## config.mk

```make
export PLATFORM = sky130hd
export DESIGN_NAME = mpf_sqrt_cell
export DESIGN_NICKNAME = d
export VERILOG_FILES = /design/src/hw/rtl/mpf_pkg.sv /design/src/hw/rtl/mpf_sqrt_cell.sv
export SDC_FILE = /design/constraint.sdc
export NUM_CORES = 1
export LEC_CHECK = 0
export BUFFER_PORTS_ARGS = -buffer_cell sky130_fd_sc_hd__buf_2
export CAP_MARGIN = 0
export CORE_UTILIZATION = 42
export DETAILED_ROUTE_END_ITERATION = 8
export HOLD_SLACK_MARGIN = 0.03
export PLACE_DENSITY = 0.84
export SLEW_MARGIN = 20
export SYNTH_ARGS = -nofsm -noshare
export SYNTH_HDL_FRONTEND = slang
export SYNTH_SLANG_ARGS = --single-unit
export TNS_END_PERCENT = 50
```

## constraint.sdc

```tcl
create_clock -name clk -period 0.8 [get_ports clk]
set_input_delay 0.24 -clock clk [delete_from_list [all_inputs] [get_ports clk]]
set_output_delay 0.24 -clock clk [all_outputs]
set_load 0.02 [all_outputs]
```

## src/hw/rtl/mpf_pkg.sv

```systemverilog
package mpf_pkg;

    localparam int MAX_BALLS_DEF = 16;

    localparam int COORD_W = 16;
    localparam int D2_W    = 34;
    localparam int ROOT_W  = 17;
    localparam int REM_W   = 20;
    localparam int QUO_W   = 25;
    localparam int SQRT_STEPS = 17;
    localparam int DIV_STEPS  = 25;

    localparam logic [1:0] REG_THRESHOLD  = 2'd0;
    localparam logic [1:0] REG_SIZE_GAIN  = 2'd1;
    localparam logic [1:0] REG_BLOB_COUNT = 2'd2;
    localparam logic [1:0] REG_BASE_HUE   = 2'd3;

    localparam logic CMD_LOAD  = 1'b0;
    localparam logic CMD_PIXEL = 1'b1;

    typedef struct packed {
        logic              valid;
        logic              last;
        logic [D2_W-1:0]   v;
        logic [REM_W-1:0]  rem;
        logic [ROOT_W-1:0] root;
    } sq_t;

    typedef struct packed {
        logic              valid;
        logic              last;
        logic [QUO_W-1:0]  num;
        logic [ROOT_W-1:0] rem;
        logic [ROOT_W-1:0] den;
        logic [QUO_W-1:0]  quo;
    } dv_t;

endpackage

```

## src/hw/rtl/mpf_sqrt_cell.sv

```systemverilog
module mpf_sqrt_cell (
    input  logic          clk,
    input  logic          rst_n,
    input  mpf_pkg::sq_t  din,
    output mpf_pkg::sq_t  dout
);

    logic [mpf_pkg::REM_W-1:0] rem_sh;
    logic [mpf_pkg::REM_W-1:0] trial;
    logic                      ge;
    mpf_pkg::sq_t              out_next;
    mpf_pkg::sq_t              out_reg;

    always_comb
    begin
        rem_sh = {din.rem[mpf_pkg::REM_W-3:0], din.v[mpf_pkg::D2_W-1 -: 2]};
        trial  = {1'b0, din.root, 2'b01};
        ge     = (rem_sh >= trial);
        out_next.valid = din.valid;
        out_next.last  = din.last;
        out_next.v     = {din.v[mpf_pkg::D2_W-3:0], 2'b00};
        out_next.rem   = ge ? (rem_sh - trial) : rem_sh;
        out_next.root  = {din.root[mpf_pkg::ROOT_W-2:0], ge};
    end

    always_ff @(posedge clk or negedge rst_n)
    begin
        if (!rst_n)
        begin
            out_reg <= '0;
        end
        else
        begin
            out_reg <= out_next;
        end
    end

    assign dout = out_reg;

endmodule

```

=== Word-level counts from Yosys, hierarchy flattened ===
Cells that the tools add are included.
Widths: inputs -> output; s select.

* Add/sub/neg operators: 1
* Order comparisons: 1
* Mux-type cells: 1

{| class="wikitable"
|+ Operators with widths
! kind !! number
|-
| $ge 20x19->1 || 1
|-
| $mux 20 || 1
|-
| $sub 20x19->20 || 1
|}

* Flip-flop bits (word level): 71
* Bits of input ports: 75
* Output and inout bits: 73
* Logic and storage cells: 8

=== Logic depth before layout (Yosys ltp) ===
* Depth after elaboration: 2
* Depth in mapped cells: 11
* Mapped depth without buffers: 9

=== Worst setup path after synthesis ===
No wires, ideal clock.

* Path type: input to register
* Start: input din[10] (netlist name)
* End: register out_reg, in the netlist dout[21]
* Library setup time: 125 ps
* Data arrival time: 2101 ps
* Required time: 675 ps
* Path slack: -1426 ps
* Stages: 10
* Buffers on the path: 2
* Cell sequence: inv_1 > ha_1 > buf_2 > nand4_1 > nor4_2 > a2111oi_2 > a21o_1 > a31oi_2 > buf_6 > mux2_4

{| class="wikitable"
|+ RTL lines
! what !! line !! text
|-
| start: declaration || mpf_sqrt_cell.sv:4 || <nowiki>input mpf_pkg::sq_t din,</nowiki>
|-
| end signal: assignment || mpf_sqrt_cell.sv:34 || <nowiki>out_reg <= out_next;</nowiki>
|-
| end: declaration || mpf_sqrt_cell.sv:12 || <nowiki>mpf_pkg::sq_t out_reg;</nowiki>
|}

==> reports/results.tsv <==
stage	metric	value	unit
finish	area_growth	92.07	%
floorplanning	die_w	89.31	microns
logic_synthesis	synth_warnings	0	
finish	fin_area	6150	sq um
route	vias_per_cell	5.934	
route	first_pass_iters	5	
logic_synthesis	synth_top_area_frac	0.5549	
clock_network	cts-buffers-inserted	9	
grt	grt_pass1_vias	3889	
logic_synthesis	netlist_instances	265	
sta	hold_viol	0	
clock_network	clk_pin_slew	0.09	ns
setup_path	required	1.06	ns
power	vdd_drop_max	1.015	mV
clock_network	cts-root-buf	clkbuf_8	
finish	final_core_utilization	0.8433	
floorplanning	dieArea	7976	sq um
sta	rsz0062_at_grt	yes	
power	p_sw	4.140	mW
setup_path	critPathKind	in -> reg	
setup_path	cp_max_fo	8	
logic_synthesis	yosysTopAreaCell	dfrtp_1	
grt	grt_pass1_wl	21650	microns
sta	period_needed	2.034	ns
grt	grt_use_total	0.3904	
setup_path	timing.critical_path.to_type	register	
status	status	finished with violations	
sta	fin_ws	-1.234	ns
sta	clock.fmax	0.4916	GHz
logic_synthesis	ys_async_sr_fraction	1.000	
sta	setup_viol	92	
power	pwr-share-comb	0.361	
route	drc	0	
power	switching_share	0.3428	
logic_synthesis	syn_area	3202	sq um
floorplanning	num_rows	31	
setup_path	critPathBufInv	3	
setup_path	crit_chain	buf_6 -> inv_2 -> ha_4 -> nand4_1 -> nor4_4 -> a2111oi_4 -> a21o_1 -> a31oi_4 -> buf_8 -> mux2_4	
clock_network	cts_tree	done	
route	num_vias	3792	
logic_synthesis	synth_area_per_cell	12.08	sq um
finish	nets	627	
logic_synthesis	synth_enable_flop_cells	0	
floorplanning	core	7292	sq um
power	p_int	7.935	mW
logic_synthesis	synth_area_leaders	dfrtp_1, ha_1, mux2_4	
placed_design	dpl.hpwl	6954	microns
job	max-cap-violations	0	
clock_network	cts_buffer_depth	2	
grt	grt_max_degree	33	
clock_network	h-tree-depth	3	
placed_design	dpl_cell_area	4559	sq um
setup_path	critical-path-max-stage-delay	0.34	ns
placed_design	place_congestion	0.9189	
logic_synthesis	ys_seq_area_frac	0.5549	
power	power.leakage	2.913	nW
route	first_iter_violations	509	
power	pwr_density_cell	1963	nW/um^2
hold_path	min_from	din[17]	
hold_path	whs_path_depth	2	
floorplanning	die_height	89.31	microns
logic_synthesis	ys.flop_type	dfrtp_1	
logic_synthesis	synth_cell_types	42	
logic_synthesis	synth_seq_cells	71	
route	post_drt_wl_per_cell	27.09	microns
finish	layout-drive-gt1-share	0.5725	
floorplanning	start_util	0.4391	
hold_path	hold_path_class	in -> reg	
grt	antenna_found_initial	2	
sta	finalCritPeriodShare	2.543	
setup_path	critPathLaunchType	input port	
power	clockPowerShare	0.290	
clock_network	cts_sinks	71	
route	ant_nets	0	
grt	grt-ovfl-total	0	
placed_design	io_buffers	143	
setup_path	crit_slowest_cell	nor4_4	
status	violations	setup timing	
route	drt_wl_total	17310	microns
finish	largest_reg_flops	71	
setup_path	critPathTopFamily	simple AND/OR/NAND/NOR gates	
floorplanning	io_pins	148	
power	power_frac_seq	0.349	
hold_path	holdPathEnd	dout[19]	
sta	finalMaxSlewViolations	0	
setup_path	critPathArrivalTime	2.30	ns
-- worst max-delay path by stage --
stage,startpoint,end,slack (ns),cells past startpoint
final,din[10],dout[21],-1.23,10
after global routing,din[27],dout[21],-1.25,9
after CTS,din[7],dout[30],-1.05,11
after detailed placement,din[4],dout[20],-1.60,10
after global placement,din[4],dout[19],-1.53,10
after floorplan,din[5],dout[21],-1.39,10
-- cell usage after synthesis (3+ instances only) --
master and number:
dfrtp_1 71, inv_1 24, ha_1 19, a21oi_1 14
mux2_4 13, o21ai_0 13, nor2_1 12, xnor2_1 12
nand2_1 11, nand4_1 6, o211ai_1 6, a211oi_1 5
nand3_1 5, nor3_1 5, o21a_1 5, xor2_1 5
a21o_1 3, buf_4 3, buf_6 3
-- area by class of cell --
type	count	area, sq um
multi-input combinational	159	1608
inverter	24	107.6
timing repair buffer	268	2305
sequential	71	1780
clock buffer	10	127.6
fill	322	1142
clock inverter	6	92.59
antenna	2	5.005
tap	99	123.9
-- stage by stage --
step / hold slack, ns / setup TNS (ns) / power (mW) / setup WS, ns / cells
4_1_cts: 0.1147 / -43.48 / 11.05 / -1.049 / 632
6_report: 0.1101 / -50.39 / 12.07 / -1.234 / 639
3_3_place_gp: 0.2298 / -31.30 / 6.990 / -1.532 / 555
2_1_floorplan: -0.05559 / -27.51 / 5.851 / -1.386 / 266
3_5_place_dp: 0.2321 / -32.28 / 7.066 / -1.600 / 555
5_1_grt: 0.09286 / -52.37 / 12.34 / -1.255 / 638
-- power by group through the flow --
| stage | Combinational [mW] | Sequential (mW) | Clock, mW |
|---|---|---|---|
| after global routing | 4.51 | 4.22 | 3.62 |
| after CTS | 3.70 | 4.08 | 3.27 |
| final | 4.36 | 4.21 | 3.50 |
| after global placement | 2.89 | 4.10 | 0 |
| after floorplan | 1.28 | 4.58 | 0 |
| after detailed placement | 2.96 | 4.11 | 0 |
-- repair_timing --
item                                    in CTS  in global routing
endpoints found under the setup margin      92                 92
hold buffers                                51                  0
gates cloned                                 1                  0
pin swaps                                   28                 11
endpoints found under the hold margin      121                  0
resized for setup                          119                 92
buffers inserted                            10                  8
-- metal layers --
metal / wire [microns] / vias to the layer above / track usage
met3: 2116 / 148 / 0.1921
met1: 6053 / 1817 / 0.3910
met4: 1509 / 0 / 0.2828
li1: - / 1440 / -
met2: 7633 / 387 / 0.6322
met5: 0 / - / 0
-- layout by cell type (no fill, tap or decap), drive strengths merged, types with 5 or more instances in the layout --
cell type | synthesis | layout
nand4 | 6 | 6
nand2 | 11 | 11
dfrtp | 71 | 71
dlygate4sd3 | 0 | 51
a21oi | 15 | 15
mux2 | 15 | 15
buf | 8 | 217
inv | 24 | 26
o21a | 5 | 5
clkbuf | 4 | 10
o21ai | 13 | 13
nor2 | 12 | 12
ha | 19 | 19
nand3 | 5 | 5
xnor2 | 12 | 12
nor3 | 5 | 5
xor2 | 5 | 5
a211oi | 5 | 5
o211ai | 7 | 7
-- kinds of logic (layout without fill, tap and decap cells) --
logic type,Yosys count,count (layout),synth area share
compound gates,58,58,0.1247
buf+inv,36,308,0.05432
xor+xnor,17,17,0.04650
other cells,1,4,0.001171
simple gates,47,47,0.07307
fa+ha+maj,19,19,0.07425
flops,71,71,0.5549
mux,16,16,0.07112
Power figures use the tool's default switching activity.
